$ cat src/rtl/lldp_pkg.sv
// ----------------------------------------------------------------------------
// lldp_pkg
// Shared types and constants of the LLDP TLV frame parser.
// ----------------------------------------------------------------------------
package lldp_pkg;

    localparam int DEF_TEXT_BUFFER = 200;
    localparam int DEF_MAX_FRAME   = 2048;
    localparam int DEF_OP_DEPTH    = 4;
    localparam int DEF_RES_DEPTH   = 4;

    // frame byte counts cover frame lengths up to 8191
    localparam int REM_W = 13;

    localparam logic [15:0] LLDP_TYPE = 16'h88CC;
    localparam logic [15:0] VLAN_TYPE = 16'h8100;
    localparam logic [4:0]  HDR_PLAIN = 5'd14;
    localparam logic [4:0]  HDR_VLAN  = 5'd18;

    localparam logic [6:0] TLV_END     = 7'd0;
    localparam logic [6:0] TLV_CHASSIS = 7'd1;
    localparam logic [6:0] TLV_PORT    = 7'd2;
    localparam logic [6:0] TLV_TTL     = 7'd3;
    localparam logic [6:0] TLV_PDESC   = 7'd4;
    localparam logic [6:0] TLV_SYSNAME = 7'd5;

    localparam logic [7:0] SUB_CHASSIS_MAC = 8'd4;
    localparam logic [7:0] SUB_PORT_MAC    = 8'd3;
    localparam logic [8:0] MAC_TLV_LEN     = 9'd7;

    localparam logic [1:0] KIND_BEGIN   = 2'd0;
    localparam logic [1:0] KIND_BYTE    = 2'd1;
    localparam logic [1:0] KIND_SUMMARY = 2'd2;

    typedef struct packed {
        logic [7:0]  data_byte;
        logic        first_byte;
        logic        last_byte;
        logic [11:0] frame_length;
    } item_t;

    typedef struct packed {
        logic [1:0]  kind;
        logic [1:0]  field;
        logic        is_mac;
        logic [7:0]  value_byte;
        logic [15:0] ttl_value;
        logic        ttl_seen;
        logic        run_end;
    } result_t;

    // one unit of work for the TLV walker
    typedef struct packed {
        logic             reset;
        logic             summary;
        logic             step_end;
        logic [7:0]       data;
        logic [REM_W-1:0] rem;
    } op_t;

    typedef enum logic [2:0] {
        F_IDLE,
        F_HEAD,
        F_VLAN,
        F_WALK,
        F_REPLAY,
        F_SUMMARY
    } front_state_t;

    typedef enum logic [1:0] {
        W_T0,
        W_T1,
        W_VAL,
        W_DONE
    } walk_state_t;

endpackage

$ cat src/rtl/lldp_fifo.sv
// ----------------------------------------------------------------------------
// lldp_fifo
// Small first-word-fall-through queue built from registers.
// ----------------------------------------------------------------------------
module lldp_fifo
    import lldp_pkg::*;
#(
    parameter int WIDTH = 8,
    parameter int DEPTH = DEF_OP_DEPTH
)
(
    input  logic             clk,
    input  logic             rst_n,
    input  logic             push,
    input  logic [WIDTH-1:0] wdata,
    output logic             full,
    input  logic             pop,
    output logic [WIDTH-1:0] rdata,
    output logic             empty
);

    localparam int PW = (DEPTH > 1) ? $clog2(DEPTH) : 1;

    logic [WIDTH-1:0] mem_reg [DEPTH];
    logic [PW-1:0]    wr_reg, wr_next;
    logic [PW-1:0]    rd_reg, rd_next;
    logic [PW:0]      cnt_reg, cnt_next;
    logic             do_push, do_pop;

    assign full    = (cnt_reg == (PW+1)'(DEPTH));
    assign empty   = (cnt_reg == '0);
    assign do_push = push & ~full;
    assign do_pop  = pop & ~empty;
    assign rdata   = mem_reg[rd_reg];

    always_comb
    begin
        wr_next  = wr_reg;
        rd_next  = rd_reg;
        cnt_next = cnt_reg;
        if (do_push)
        begin
            wr_next = (wr_reg == PW'(DEPTH - 1)) ? '0 : wr_reg + 1'b1;
        end
        if (do_pop)
        begin
            rd_next = (rd_reg == PW'(DEPTH - 1)) ? '0 : rd_reg + 1'b1;
        end
        if (do_push & ~do_pop)
        begin
            cnt_next = cnt_reg + 1'b1;
        end
        else if (do_pop & ~do_push)
        begin
            cnt_next = cnt_reg - 1'b1;
        end
    end

    always_ff @(posedge clk or negedge rst_n)
    begin
        if (!rst_n)
        begin
            wr_reg  <= '0;
            rd_reg  <= '0;
            cnt_reg <= '0;
        end
        else
        begin
            wr_reg  <= wr_next;
            rd_reg  <= rd_next;
            cnt_reg <= cnt_next;
        end
    end

    always_ff @(posedge clk)
    begin
        if (do_push)
        begin
            mem_reg[wr_reg] <= wdata;
        end
    end

endmodule

$ cat src/rtl/lldp_front.sv
// ----------------------------------------------------------------------------
// lldp_front
// Frame tracking: header collection, type check, VLAN skip, header replay.
// ----------------------------------------------------------------------------
module lldp_front
    import lldp_pkg::*;
#(
    parameter int MAX_FRAME = DEF_MAX_FRAME
)
(
    input  logic  clk,
    input  logic  rst_n,
    input  logic  push,
    input  item_t item,
    output logic  full,
    output logic  op_valid,
    output op_t   op,
    input  logic  q_full
);

    localparam logic [REM_W-1:0] MAXF = REM_W'(MAX_FRAME);

    front_state_t     state_reg, state_next, cur_state;
    logic [4:0]       pos_reg, pos_next, cur_pos, pos_inc;
    logic [REM_W-1:0] remaining_reg, remaining_next, cur_rem;
    logic [3:0]       idx_reg, idx_next;
    logic [3:0]       cnt_reg, cnt_next;
    logic [REM_W-1:0] total_reg, total_next, total;
    logic             rlast_reg, rlast_next;
    logic             pend_reg, pend_next;
    logic [7:0]       hdr_reg [14];

    logic             acc, is_first, live, has_byte, last;
    logic [REM_W-1:0] flen, sat_len;
    logic             hdr_done, to_vlan, to_lldp, to_replay, walk_byte;
    logic [15:0]      eth_type;

    assign full     = q_full | (state_reg == F_REPLAY) | (state_reg == F_SUMMARY);
    assign acc      = push & ~full;
    assign is_first = acc & item.first_byte;
    assign last     = item.last_byte;
    assign flen     = {1'b0, item.frame_length};
    assign sat_len  = (flen > MAXF) ? MAXF : flen;

    assign cur_state = is_first ? ((sat_len >= REM_W'(HDR_PLAIN)) ? F_HEAD : F_WALK)
                                : state_reg;
    assign cur_rem   = is_first ? sat_len : remaining_reg;
    assign cur_pos   = is_first ? 5'd0 : pos_reg;
    assign pos_inc   = cur_pos + 5'd1;

    assign live      = acc & (is_first | (state_reg != F_IDLE));
    assign has_byte  = live & (cur_rem != '0);
    assign walk_byte = has_byte & (cur_state == F_WALK);

    // byte 13 is on the input now, byte 12 is already stored
    assign eth_type  = {hdr_reg[12], item.data_byte};
    assign hdr_done  = has_byte & (cur_state == F_HEAD) & ((pos_inc >= HDR_PLAIN) | last);
    assign total     = REM_W'(pos_inc) + (last ? '0 : cur_rem - 1'b1);
    assign to_vlan   = hdr_done & (pos_inc == HDR_PLAIN) & (eth_type == VLAN_TYPE)
                       & (total >= REM_W'(HDR_VLAN));
    assign to_lldp   = hdr_done & (pos_inc == HDR_PLAIN) & (eth_type == LLDP_TYPE);
    assign to_replay = hdr_done & ~to_vlan & ~to_lldp;

    // next state
    always_comb
    begin
        state_next     = state_reg;
        pos_next       = pos_reg;
        remaining_next = remaining_reg;
        idx_next       = idx_reg;
        cnt_next       = cnt_reg;
        total_next     = total_reg;
        rlast_next     = rlast_reg;
        case (state_reg)
            F_REPLAY:
            begin
                if (!q_full)
                begin
                    idx_next = idx_reg + 4'd1;
                    if (idx_reg + 4'd1 == cnt_reg)
                    begin
                        state_next = rlast_reg ? F_SUMMARY : F_WALK;
                    end
                end
            end
            F_SUMMARY:
            begin
                if (!q_full)
                begin
                    state_next = F_IDLE;
                end
            end
            default:
            begin
                if (live)
                begin
                    state_next     = cur_state;
                    pos_next       = cur_pos;
                    remaining_next = cur_rem;
                    if (has_byte)
                    begin
                        remaining_next = cur_rem - 1'b1;
                        case (cur_state)
                            F_HEAD:
                            begin
                                pos_next = pos_inc;
                                if (to_vlan)
                                begin
                                    state_next = F_VLAN;
                                end
                                else if (to_lldp)
                                begin
                                    state_next = F_WALK;
                                end
                                else if (to_replay)
                                begin
                                    state_next = F_REPLAY;
                                    idx_next   = 4'd0;
                                    cnt_next   = pos_inc[3:0];
                                    total_next = total;
                                    rlast_next = last;
                                end
                            end
                            F_VLAN:
                            begin
                                pos_next = pos_inc;
                                if (pos_inc >= HDR_VLAN)
                                begin
                                    state_next = F_WALK;
                                end
                            end
                            default:
                            begin
                            end
                        endcase
                    end
                    if (last & ~to_replay)
                    begin
                        state_next = walk_byte ? F_SUMMARY : F_IDLE;
                    end
                end
            end
        endcase
    end

    // outputs toward the walker queue
    always_comb
    begin
        op_valid = 1'b0;
        op       = '0;
        case (state_reg)
            F_REPLAY:
            begin
                op_valid    = ~q_full;
                op.reset    = pend_reg;
                op.data     = hdr_reg[idx_reg];
                op.rem      = total_reg - REM_W'(idx_reg);
                op.step_end = (idx_reg + 4'd1 == cnt_reg) & ~rlast_reg;
            end
            F_SUMMARY:
            begin
                op_valid    = ~q_full;
                op.reset    = pend_reg;
                op.summary  = 1'b1;
                op.step_end = 1'b1;
            end
            default:
            begin
                if (walk_byte)
                begin
                    op_valid    = 1'b1;
                    op.reset    = pend_reg | is_first;
                    op.data     = item.data_byte;
                    op.rem      = cur_rem;
                    op.step_end = ~last;
                end
                else if (live & last & ~to_replay)
                begin
                    op_valid    = 1'b1;
                    op.reset    = pend_reg | is_first;
                    op.summary  = 1'b1;
                    op.step_end = 1'b1;
                end
            end
        endcase
    end

    // a frame start travels with the first word sent for that frame
    always_comb
    begin
        pend_next = pend_reg;
        if (op_valid)
        begin
            pend_next = 1'b0;
        end
        else if (is_first)
        begin
            pend_next = 1'b1;
        end
    end

    always_ff @(posedge clk or negedge rst_n)
    begin
        if (!rst_n)
        begin
            state_reg     <= F_IDLE;
            pos_reg       <= '0;
            remaining_reg <= '0;
            idx_reg       <= '0;
            cnt_reg       <= '0;
            total_reg     <= '0;
            rlast_reg     <= 1'b0;
            pend_reg      <= 1'b0;
        end
        else
        begin
            state_reg     <= state_next;
            pos_reg       <= pos_next;
            remaining_reg <= remaining_next;
            idx_reg       <= idx_next;
            cnt_reg       <= cnt_next;
            total_reg     <= total_next;
            rlast_reg     <= rlast_next;
            pend_reg      <= pend_next;
        end
    end

    always_ff @(posedge clk)
    begin
        if (has_byte && cur_state == F_HEAD)
        begin
            hdr_reg[cur_pos[3:0]] <= item.data_byte;
        end
    end

endmodule

$ cat src/rtl/lldp_back.sv
// ----------------------------------------------------------------------------
// lldp_back
// TLV walker: decodes TLV headers and values and builds result words.
// ----------------------------------------------------------------------------
module lldp_back
    import lldp_pkg::*;
#(
    parameter int TEXT_BUFFER = DEF_TEXT_BUFFER
)
(
    input  logic    clk,
    input  logic    rst_n,
    input  op_t     op,
    input  logic    op_empty,
    output logic    op_pop,
    output logic    res_push,
    output result_t res,
    input  logic    res_full
);

    walk_state_t wst_reg, wst_next, c_wst;
    logic [6:0]  kind_reg, n_kind, c_kind;
    logic [8:0]  len_reg, n_len, c_len;
    logic [8:0]  off_reg, n_off, c_off;
    logic        mac_reg, n_mac, c_mac;
    logic [7:0]  tc_reg, n_tc, c_tc;
    logic        ts_reg, n_ts, c_ts;
    logic [15:0] ttl_reg, n_ttl, c_ttl;
    logic        ttlv_reg, n_ttlv, c_ttlv;

    result_t     held_reg, held_next, r;
    logic        held_v_reg, held_v_next;
    logic        close_reg, close_next;
    logic        rv, do_text;
    logic [1:0]  txt_fld;

    logic [8:0]  len_full;
    logic        t1_stop, mac_hit, is_id, is_text;
    logic [9:0]  off_inc;

    // a frame start clears the walk before this word is applied
    assign c_wst  = op.reset ? W_T0  : wst_reg;
    assign c_kind = op.reset ? '0    : kind_reg;
    assign c_len  = op.reset ? '0    : len_reg;
    assign c_off  = op.reset ? '0    : off_reg;
    assign c_mac  = op.reset ? 1'b0  : mac_reg;
    assign c_tc   = op.reset ? '0    : tc_reg;
    assign c_ts   = op.reset ? 1'b0  : ts_reg;
    assign c_ttl  = op.reset ? '0    : ttl_reg;
    assign c_ttlv = op.reset ? 1'b0  : ttlv_reg;

    assign op_pop   = ~op_empty & ~close_reg & ~res_full;
    assign len_full = {c_len[8], op.data};
    assign t1_stop  = (REM_W'({1'b0, len_full}) + 1'b1 > op.rem) | (c_kind == TLV_END);
    assign off_inc  = {1'b0, c_off} + 10'd1;
    assign is_id    = (c_kind == TLV_CHASSIS) | (c_kind == TLV_PORT);
    assign is_text  = (c_kind == TLV_PDESC) | (c_kind == TLV_SYSNAME);
    assign mac_hit  = (((c_kind == TLV_CHASSIS) & (op.data == SUB_CHASSIS_MAC))
                       | ((c_kind == TLV_PORT) & (op.data == SUB_PORT_MAC)))
                      & (c_len == MAC_TLV_LEN);

    // walker phase
    always_comb
    begin
        wst_next = wst_reg;
        if (op_pop)
        begin
            wst_next = c_wst;
            if (!op.summary)
            begin
                case (c_wst)
                    W_T0:
                    begin
                        wst_next = (op.rem < REM_W'(2)) ? W_DONE : W_T1;
                    end
                    W_T1:
                    begin
                        if (t1_stop)
                        begin
                            wst_next = W_DONE;
                        end
                        else
                        begin
                            wst_next = (len_full == '0) ? W_T0 : W_VAL;
                        end
                    end
                    W_VAL:
                    begin
                        wst_next = (off_inc >= {1'b0, c_len}) ? W_T0 : W_VAL;
                    end
                    default:
                    begin
                        wst_next = W_DONE;
                    end
                endcase
            end
        end
    end

    // walker data and the result of this word
    always_comb
    begin
        n_kind  = c_kind;
        n_len   = c_len;
        n_off   = c_off;
        n_mac   = c_mac;
        n_tc    = c_tc;
        n_ts    = c_ts;
        n_ttl   = c_ttl;
        n_ttlv  = c_ttlv;
        rv      = 1'b0;
        r       = '0;
        do_text = 1'b0;
        txt_fld = 2'd0;
        if (op.summary)
        begin
            rv          = 1'b1;
            r.kind      = KIND_SUMMARY;
            r.ttl_value = c_ttl;
            r.ttl_seen  = c_ttlv;
        end
        else
        begin
            case (c_wst)
                W_T0:
                begin
                    if (op.rem >= REM_W'(2))
                    begin
                        n_kind = op.data[7:1];
                        n_len  = {op.data[0], 8'h00};
                    end
                end
                W_T1:
                begin
                    n_len = len_full;
                    if (!t1_stop)
                    begin
                        n_off = '0;
                        if (is_text && len_full != '0)
                        begin
                            n_tc    = '0;
                            n_ts    = 1'b0;
                            rv      = 1'b1;
                            r.kind  = KIND_BEGIN;
                            r.field = 2'(c_kind - TLV_PDESC) + 2'd2;
                        end
                    end
                end
                W_VAL:
                begin
                    n_off = off_inc[8:0];
                    if (is_id)
                    begin
                        txt_fld = 2'(c_kind - TLV_CHASSIS);
                        if (c_off == '0)
                        begin
                            n_mac    = mac_hit;
                            n_tc     = '0;
                            n_ts     = 1'b0;
                            rv       = 1'b1;
                            r.kind   = KIND_BEGIN;
                            r.field  = txt_fld;
                            r.is_mac = mac_hit;
                        end
                        else if (c_mac)
                        begin
                            rv           = 1'b1;
                            r.kind       = KIND_BYTE;
                            r.field      = txt_fld;
                            r.is_mac     = 1'b1;
                            r.value_byte = op.data;
                        end
                        else
                        begin
                            do_text = 1'b1;
                        end
                    end
                    else if (c_kind == TLV_TTL && c_len >= 9'd2)
                    begin
                        if (c_off == 9'd0)
                        begin
                            n_tc = op.data;
                        end
                        else if (c_off == 9'd1)
                        begin
                            n_ttl  = {c_tc, op.data};
                            n_ttlv = 1'b1;
                        end
                    end
                    else if (is_text)
                    begin
                        txt_fld = 2'(c_kind - TLV_PDESC) + 2'd2;
                        do_text = 1'b1;
                    end
                end
                default:
                begin
                end
            endcase
            // text capture: stop at NUL or at the buffer limit
            if (do_text && !c_ts)
            begin
                if (op.data == 8'd0)
                begin
                    n_ts = 1'b1;
                end
                else if ({1'b0, c_tc} + 9'd1 < 9'(TEXT_BUFFER))
                begin
                    rv           = 1'b1;
                    r.kind       = KIND_BYTE;
                    r.field      = txt_fld;
                    r.value_byte = op.data;
                    n_tc         = c_tc + 8'd1;
                end
                else
                begin
                    n_ts = 1'b1;
                end
            end
        end
    end

    // hold one result back so the last one of a step can carry run_end
    always_comb
    begin
        res_push    = 1'b0;
        res         = held_reg;
        held_next   = held_reg;
        held_v_next = held_v_reg;
        close_next  = close_reg;
        if (close_reg)
        begin
            if (!res_full)
            begin
                res_push    = 1'b1;
                res.run_end = 1'b1;
                held_v_next = 1'b0;
                close_next  = 1'b0;
            end
        end
        else if (op_pop)
        begin
            if (rv)
            begin
                if (held_v_reg)
                begin
                    res_push    = 1'b1;
                    res.run_end = 1'b0;
                    held_next   = r;
                    close_next  = op.step_end;
                end
                else if (op.step_end)
                begin
                    res_push    = 1'b1;
                    res         = r;
                    res.run_end = 1'b1;
                end
                else
                begin
                    held_next   = r;
                    held_v_next = 1'b1;
                end
            end
            else if (op.step_end && held_v_reg)
            begin
                res_push    = 1'b1;
                res.run_end = 1'b1;
                held_v_next = 1'b0;
            end
        end
    end

    always_ff @(posedge clk or negedge rst_n)
    begin
        if (!rst_n)
        begin
            wst_reg    <= W_T0;
            kind_reg   <= '0;
            len_reg    <= '0;
            off_reg    <= '0;
            mac_reg    <= 1'b0;
            tc_reg     <= '0;
            ts_reg     <= 1'b0;
            ttl_reg    <= '0;
            ttlv_reg   <= 1'b0;
            held_v_reg <= 1'b0;
            close_reg  <= 1'b0;
        end
        else
        begin
            wst_reg    <= wst_next;
            held_v_reg <= held_v_next;
            close_reg  <= close_next;
            if (op_pop)
            begin
                kind_reg <= n_kind;
                len_reg  <= n_len;
                off_reg  <= n_off;
                mac_reg  <= n_mac;
                tc_reg   <= n_tc;
                ts_reg   <= n_ts;
                ttl_reg  <= n_ttl;
                ttlv_reg <= n_ttlv;
            end
        end
    end

    always_ff @(posedge clk)
    begin
        held_reg <= held_next;
    end

endmodule

$ cat src/rtl/lldp_tlv_frame_parser.sv
// ----------------------------------------------------------------------------
// lldp_tlv_frame_parser
// LLDP frame parser: strips the Ethernet header, walks the TLVs and reports
// chassis ID, port ID, port description, system name and TTL per frame.
// ----------------------------------------------------------------------------
//
//   channel  handshake         payload   direction
//   -------  ----------------  --------  ---------
//   input    push / full       item      into block, one frame byte per word
//   result   pop / empty       result    out of block, oldest result first
//
// One frame byte is taken per cycle while full is low. The front tracks the
// frame and strips the header; the walker behind a 4-word queue decodes
// TLVs, one byte a cycle unless the result queue is full or a step closes.
// A non-LLDP type, a VLAN type too short for its tag or a frame ending
// before its 14th header byte replays the stored header bytes through the
// walker while full is high, as it also is for the summary after a last
// walk byte. Two results held at a step's end both go out before new words.
// Reset (rst_n low) drops any open frame and empties both queues.
// ----------------------------------------------------------------------------
module lldp_tlv_frame_parser
    import lldp_pkg::*;
#(
    parameter int TEXT_BUFFER = DEF_TEXT_BUFFER,
    parameter int MAX_FRAME   = DEF_MAX_FRAME,
    parameter int OP_DEPTH    = DEF_OP_DEPTH,
    parameter int RES_DEPTH   = DEF_RES_DEPTH
)
(
    input  logic    clk,
    input  logic    rst_n,
    input  logic    push,
    input  item_t   item,
    output logic    full,
    input  logic    pop,
    output result_t result,
    output logic    empty
);

    op_t     op_in, op_out;
    logic    op_valid, q_full, op_empty, op_pop;
    result_t res;
    logic    res_push, res_full;

    // front: frame tracking, header strip and replay
    lldp_front #(
        .MAX_FRAME (MAX_FRAME)
    ) u_front (
        .clk      (clk),
        .rst_n    (rst_n),
        .push     (push),
        .item     (item),
        .full     (full),
        .op_valid (op_valid),
        .op       (op_in),
        .q_full   (q_full)
    );

    // decouple frame tracking from the walker
    lldp_fifo #(
        .WIDTH ($bits(op_t)),
        .DEPTH (OP_DEPTH)
    ) u_op_q (
        .clk   (clk),
        .rst_n (rst_n),
        .push  (op_valid),
        .wdata (op_in),
        .full  (q_full),
        .pop   (op_pop),
        .rdata (op_out),
        .empty (op_empty)
    );

    // back: TLV walker
    lldp_back #(
        .TEXT_BUFFER (TEXT_BUFFER)
    ) u_back (
        .clk      (clk),
        .rst_n    (rst_n),
        .op       (op_out),
        .op_empty (op_empty),
        .op_pop   (op_pop),
        .res_push (res_push),
        .res      (res),
        .res_full (res_full)
    );

    // result queue: hold results while the consumer stalls
    lldp_fifo #(
        .WIDTH ($bits(result_t)),
        .DEPTH (RES_DEPTH)
    ) u_res_q (
        .clk   (clk),
        .rst_n (rst_n),
        .push  (res_push),
        .wdata (res),
        .full  (res_full),
        .pop   (pop),
        .rdata (result),
        .empty (empty)
    );

endmodule

$ cat config.mk
export PLATFORM = sky130hd
export DESIGN_NAME = lldp_tlv_frame_parser
export DESIGN_NICKNAME = d
export VERILOG_FILES = /design/src/rtl/lldp_pkg.sv /design/src/rtl/lldp_fifo.sv /design/src/rtl/lldp_front.sv /design/src/rtl/lldp_back.sv /design/src/rtl/lldp_tlv_frame_parser.sv
export SDC_FILE = /design/constraint.sdc
export NUM_CORES = 1
export LEC_CHECK = 0
export BUFFER_PORTS_ARGS = -buffer_cell sky130_fd_sc_hd__buf_2
export CAP_MARGIN = 10
export CORE_AREA = 2 2 216 218
export CTS_CLUSTER_SIZE = 28
export DETAILED_ROUTE_END_ITERATION = 10
export DIE_AREA = 0 0 218 220
export PLACE_DENSITY_LB_ADDON = 0.1
export SLEW_MARGIN = 20
export SYNTH_ARGS = -nofsm -noshare
export SYNTH_HDL_FRONTEND = slang
export SYNTH_SLANG_ARGS = --single-unit
$ cat constraint.sdc
create_clock -name clk -period 8.51 [get_ports clk]
set_clock_uncertainty 0.15 [all_clocks]
set_input_delay 0.4255 -clock clk [delete_from_list [all_inputs] [get_ports clk]]
set_output_delay 0.4255 -clock clk [all_outputs]
set_load 0.01 [all_outputs]
# == Word level (Yosys, flattened, before mapping) ==
# Memory sizes are Yosys's and may differ from the RTL's.
# Index checks and enable logic that the tools add are counted.
# word_totals
in_bits,26
n_memories,3
ram_bits,332
reg_bits,144
out_inout_bits,33
# memory_table
name,depth,word_bits,rd,rd_ports_with_merged_regs,wr,line_no,source
u_res_q.mem_reg,4,31,1,0,1,lldp_fifo.sv:24,logic [WIDTH-1:0] mem_reg [DEPTH];
u_front.hdr_reg,14,8,2,0,1,lldp_front.sv:31,logic [7:0] hdr_reg [14];
u_op_q.mem_reg,4,24,1,0,1,lldp_fifo.sv:24,
# classes
mux,188
n_eq_ne,33
add_sub_neg,20
n_reduce_logical,34
n_bitwise,56
magnitude_cmp,11
# ops
cell,n
two-way mux 31 bit,4
two-way mux 8 bit,15
two-way mux 16 bit,7
two-way mux 30 bit,3
two-way mux 1 bit,74
two-way mux 9 bit,8
two-way mux 3 bit,18
two-way mux 13 bit,4
two-way mux 4 bit,13
case mux 21 bit (2 select lines),1
case mux 9 bit (2 select lines),2
two-way mux 2 bit,17
"equality test 16 bit, second input constant",2
bitwise AND 1 bit,30
two-way mux 7 bit,4
two-way mux 12 bit,2
two-way mux 21 bit,1
"adder 9 x 1 -> 10 bit, second input constant",2
logical NOT 9 bit,2
two-way mux 17 bit,1
NOT 1 bit,17
case mux 4 bit (2 select lines),2
case mux 8 bit (2 select lines),1
nonzero test 2 bit,8
59 further kinds,104

# == Logic depth before layout (Yosys ltp) ==
# depth
word_depth,27
mapped_depth,29
ltp_nobuf,25

# == Hierarchy ==
# A second synthesis with hierarchy kept.
# hier_totals
cells_unflattened,1650
area_unflattened_um2,23401.2
# modules_own_cells
mod,instances,cells_per_inst,area_each_um2,seq_area_each_um2
lldp_front,1,661,8438.1,4464.3
lldp_back,1,627,6144.6,2302.2
lldp_fifo (u_res_q),1,199,4908.5,3898.7
lldp_fifo (u_op_q),1,163,3910.0,3057.9

# == Least setup slack after synthesis ==
# No wires, ideal clock.
# synth_timing
path_kind,flip-flop to flip-flop
startpoint,reg u_op_q.rd_reg[0]
endpoint,reg u_back.held_reg[10] in the netlist's numbering (enable)
setup_ns,0.463
n_path_buf,3
stages_incl_launch_ff,18
arrival_time_ns,6.373
path_slack_ns,1.524
required_time_ns,7.897
path_cell_list,dfrtp_1 buf_2 buf_1 clkbuf_1 mux4_2 inv_1 ha_1 ha_1 nor2b_1 o21a_1 o21a_1 o21ai_0 a21oi_1 o211ai_1 a31oi_1 nor2_1 nor3_1 a211oi_1
# synth_between
elab_chain_len,13
elab_cells_between_ends,50
cone_classes,add/sub: 2; order compare: 3; eq/ne: 8; mux: 24; bitwise: 3; reduce/logical: 9; memory: 1
# synth_lines
element,line_no,source
from (decl),lldp_fifo.sv:26,"logic [PW-1:0] rd_reg, rd_next;"
from (signal assigned),lldp_fifo.sv:70,rd_reg <= rd_next;
memory read (4 x 24 bit) (*),-,
branches (longest 11 deep; another with greater-than comparator 13 bit),-,
AND reduction 4 bit (no line) (*),-,
to (signal assigned),lldp_back.sv:310,held_reg <= held_next;
to (decl),lldp_back.sv:31,"result_t held_reg, held_next, r;"
# Every way passes the cells marked *. The select of a mux whose other input is x is not followed.
# A chain may end at the register's enable or synchronous reset.

# == Worst setup path after layout ==
# layout_timing
startpoint,reg u_op_q.cnt_reg[0]
endpoint,reg u_op_q.cnt_reg[1]
# layout_between
elab_cells_between_ends,56
cone_classes,add/sub: 5; order compare: 2; eq/ne: 4; mux: 9; bitwise: 33; reduce/logical: 3
# layout_rtl
element,line_no,source
from (decl),lldp_fifo.sv:27,"logic [PW:0] cnt_reg, cnt_next;"
from (signal assigned),lldp_fifo.sv:71,cnt_reg <= cnt_next;
equality test 3 bit (*),lldp_fifo.sv:30,assign full = (cnt_reg == (PW+1)'(DEPTH));
bitwise OR 1 bit (*) (2 in series),lldp_front.sv:38,assign full = q_full | (state_reg == F_REPLAY) | (state_reg == F_SUMMARY);
NOT 1 bit (*),lldp_front.sv:39,assign acc = push & ~full;
bitwise AND 1 bit (*),lldp_front.sv:39,
bitwise AND 1 bit (*),lldp_front.sv:40,assign is_first = acc & item.first_byte;
two-way mux 5 bit (*),lldp_front.sv:48,assign cur_pos = is_first ? 5'd0 : pos_reg;
adder 5 x 1 -> 5 bit (*),lldp_front.sv:49,assign pos_inc = cur_pos + 5'd1;
net u_front.pos_inc[0],lldp_front.sv:24,"logic [4:0] pos_reg, pos_next, cur_pos, pos_inc;"
[... 11 more ...],-,
two-way mux 1 bit (*),lldp_front.sv:177,else if (live & last & ~to_replay)
two-way mux 1 bit (*),lldp_front.sv:169,if (walk_byte)
two-way mux 1 bit (*),-,
bitwise AND 1 bit (*),lldp_fifo.sv:32,assign do_push = push & ~full;
net u_op_q.do_push,lldp_fifo.sv:28,"logic do_push, do_pop;"
bitwise AND 1 bit (*),lldp_fifo.sv:49,if (do_push & ~do_pop)
two-way mux 3 bit (*),lldp_fifo.sv:49,
net u_op_q.cnt_next[1],lldp_fifo.sv:27,
# Mark *: on every way through the listed nets, which the timed path passes. The select of a mux whose other input is x is not followed.

==> flow_summary.toml <==
[outcome]
status = "completed"

[timing]
finalMaxSlewViolations = 0
period_share = 0.756
slew_headroom = 0.338
hold_violations = 0
worst_hold_slack_ps = 58.8
worstMarginPinSlew_ps = 986
rsz0062_at_grt = "no"
fin_crit_ps = 6430
finalSetupViolCount = 0
setup_tns_ps = 0
max_clock_freq_mhz = 155

[job]
drv_cap = 0

[setup_path]
path_class = "flip-flop to flip-flop"
endpoint_kind = "flip-flop"
critical-path-slowest-cell = "or3b_1"
cp-start-kind = "flip-flop"
path_cells = "or3b_1, nand3_4, nand2_1, inv_1, ha_1, nand3_1, xor2_1, nor2_1, ha_1, o21ai_0, nor2_1, nor2_1, nor3_1, a31o_1, o31ai_1, nand4_1, nor4b_4, a41oi_4, a31o_2, ha_1, inv_1, fa_1, mux2_2"
cp.arrival_ps = 6770
crit_fanout = 23
ff2ff_setup_slack_ps = 2080
max_stage_delay_ps = 600
cp.required_ps = 8840
path_buf_inv = 2
path_delay_family = "simple AND/OR/NAND/NOR gates"

[clocking]
cts_buffers = 50
cts_tree = "built"
ctsLongestPathBuffers = 3
htree_levels = 2
clkTransAtPathRegs_ps = 60
clk_latency_ps = 610
root_buffer = "clkbuf_16"
cts_sinks = 476
ctsResizeCount = 0

[yosys]
synth_enable_flop_cells = 362
syn-cell-area_um2 = 22600
syn_nets = 1692
ys_ff_latch = 476
synth.distinct_cells = 91
syn_area_per_cell_um2 = 14.1
yosysWarnings = 0
synth-main-ff-cell = "edfxtp_1"
async_reset_ff_frac = 0.239
postSynthCellCount = 1602
ys_seq_area_frac = 0.608

[die]
row_count = 79
fp.dieW_um = 218
die_y_um = 220
initial_core_util = 0.492
core_area_um2 = 45900
dieArea_um2 = 48000
io_pins = 59

[route]
wl_um = 50200
ant_nets = 0
drc = 0
drt_pre_antenna_iters = 5
num_vias = 13800
first_iter_violations = 1066
via_per_inst = 5.95
avgRoutedWirePerCell_um = 21.7

[placement]
hpwl_um = 34100
portBuffers = 58
globalplace.congestion = 0.921
place_area_um2 = 23500

[power_and_ir_drop]
share_comb_of_total_power = 0.405
power.switching_mw = 3.72
peakVddDrop_mv = 0.407
switching_share = 0.372
clkPwrFrac = 0.219
intPower_mw = 6.27
power_per_cell_area_nw_per_um2 = 397
p_leak_nw = 9.27
power_frac_seq = 0.376

[grt]
grt_pass1_wl_um = 79900
antenna_found_initial = 0
grt_max_degree = 63
grt.overflow.total = 0
first_global_vias = 13900
grt_usage = 0.214

[layout]
drive_gt1_frac = 0.198
nNetsFinal = 1755
largest_register_ffs = 124
area_growth_pct = 11.6
insertedDiodeCount = 0
fin_area_um2 = 25200

[hold_path]
hp-class = "primary input to flip-flop"
## stage by stage
stage	setup slack, ps	instances	total power [mW]	utilization
after detailed placement	2130	2219	7.87	0.512
final	2080	2312	9.99	0.549
after global placement	2460	2219	7.80	0.512
after CTS	2110	2312	10.1	0.549
after global routing	1700	2312	10.6	0.549
after floorplan	1520	1602	6.61	-
## synth_stat cells, types with 14 or more instances
| cell | instances | area, µm² |
|---|---|---|
| a21o_1 | 18 | 135 |
| a21oi_1 | 44 | 220 |
| a22o_1 | 43 | 377 |
| and2_1 | 34 | 213 |
| and3_1 | 24 | 150 |
| clkbuf_1 | 51 | 191 |
| dfrtp_1 | 114 | 2850 |
| edfxtp_1 | 362 | 10900 |
| ha_1 | 60 | 751 |
| inv_1 | 49 | 184 |
| mux2_2 | 62 | 698 |
| mux4_2 | 82 | 1850 |
| nand2_1 | 109 | 409 |
| nand3_1 | 38 | 190 |
| nand4_1 | 14 | 87.6 |
| nor2_1 | 91 | 342 |
| nor3_1 | 39 | 195 |
| nor4_1 | 22 | 138 |
| o21ai_0 | 67 | 335 |
| o22ai_1 | 15 | 93.8 |
| xnor2_1 | 44 | 385 |
| xor2_1 | 24 | 210 |
## timing repair
action,CTS,global route
endpoints found under the hold margin,52,0
hold buffers,1,0
buffers inserted,0,0
## layout by cell type, fill, tap and decap left out, types with 15 or more instances in the layout
master	instances
nand2_1	109
nand3_1	38
and2_1	34
and3_1	24
nor2_1	91
mux4_2	82
buf_2	57
xnor2_1	44
a21oi_1	44
edfxtp_1	362
ha_1	60
nor3_1	38
clkbuf_16	50
xor2_1	24
mux2_2	62
nor4_1	22
o21ai_0	67
inv_1	49
dfrtp_1	111
o22ai_1	15
a22o_1	43
a21o_1	18
buf_4	24
## power groups by stage
| stage | clock, mW | combinational [mW] | sequential (mW) |
|---|---|---|---|
| 2_1_floorplan | 0 | 2.95 | 3.66 |
| 3_3_place_gp | 0 | 4.02 | 3.78 |
| 3_5_place_dp | 0 | 4.06 | 3.81 |
| 4_1_cts | 2.23 | 4.07 | 3.76 |
| 5_1_grt | 2.33 | 4.43 | 3.83 |
| 6_report | 2.18 | 4.05 | 3.76 |
## worst register-to-register path: stages, from the launching register on
cell,delay [ps]
dfrtp_1,470
or3b_1,600
nand3_4,330
nand2_1,210
inv_1,150
ha_1,380
nand3_1,170
xor2_1,170
nor2_1,290
ha_1,330
o21ai_0,90
nor2_1,70
nor2_1,230
nor3_1,80
a31o_1,230
o31ai_1,230
nand4_1,190
nor4b_4,370
a41oi_4,240
a31o_2,370
ha_1,230
inv_1,80
fa_1,400
mux2_2,270
## routing by layer
metal | global-route usage | wire [µm] | vias up
li1 | - | - | 6330
met1 | 0.292 | 22000 | 6950
met2 | 0.355 | 24600 | 371
met3 | 0.0284 | 2080 | 108
met4 | 0.0771 | 1500 | 0
met5 | 0 | 0 | -
## path summary, 6_finish.rpt
kind                                    start                    end  cells past startpoint
max                         u_op_q.cnt_reg[0]      u_op_q.cnt_reg[1]                     23
min                                  item[20]  u_front.hdr_reg[3][6]                      1
max reg2reg                 u_op_q.cnt_reg[0]      u_op_q.cnt_reg[1]                     23
min reg2reg                u_back.ttl_reg[13]     u_back.ttl_reg[13]                      1
max in group asynchronous               rst_n     u_front.idx_reg[0]                      3
min in group asynchronous               rst_n     u_back.ttl_reg[12]                      2
## layout make-up
cell class                 count  area [µm²]
clock buffer                  56        1280
tap                          607         759
fill                        3786       20700
inverter                      51         191
sequential                   476       13700
multi-input combinational   1004        8350
timing repair buffer          82         475
clock inverter                36         377
## logic make-up (layout without fill, tap and decap cells)
group / after synthesis / count (layout) / synth area share
adders and majority gates: 64 / 64 / 0.0368
buffers and inverters: 122 / 225 / 0.0224
and+or+nand+nor: 425 / 425 / 0.0976
DFF: 476 / 476 / 0.608
muxes: 157 / 157 / 0.119
AOI/OAI and AO/OA: 290 / 290 / 0.0894
xor gates and xnor gates: 68 / 68 / 0.0264
(Power assumes the default switching activity.)
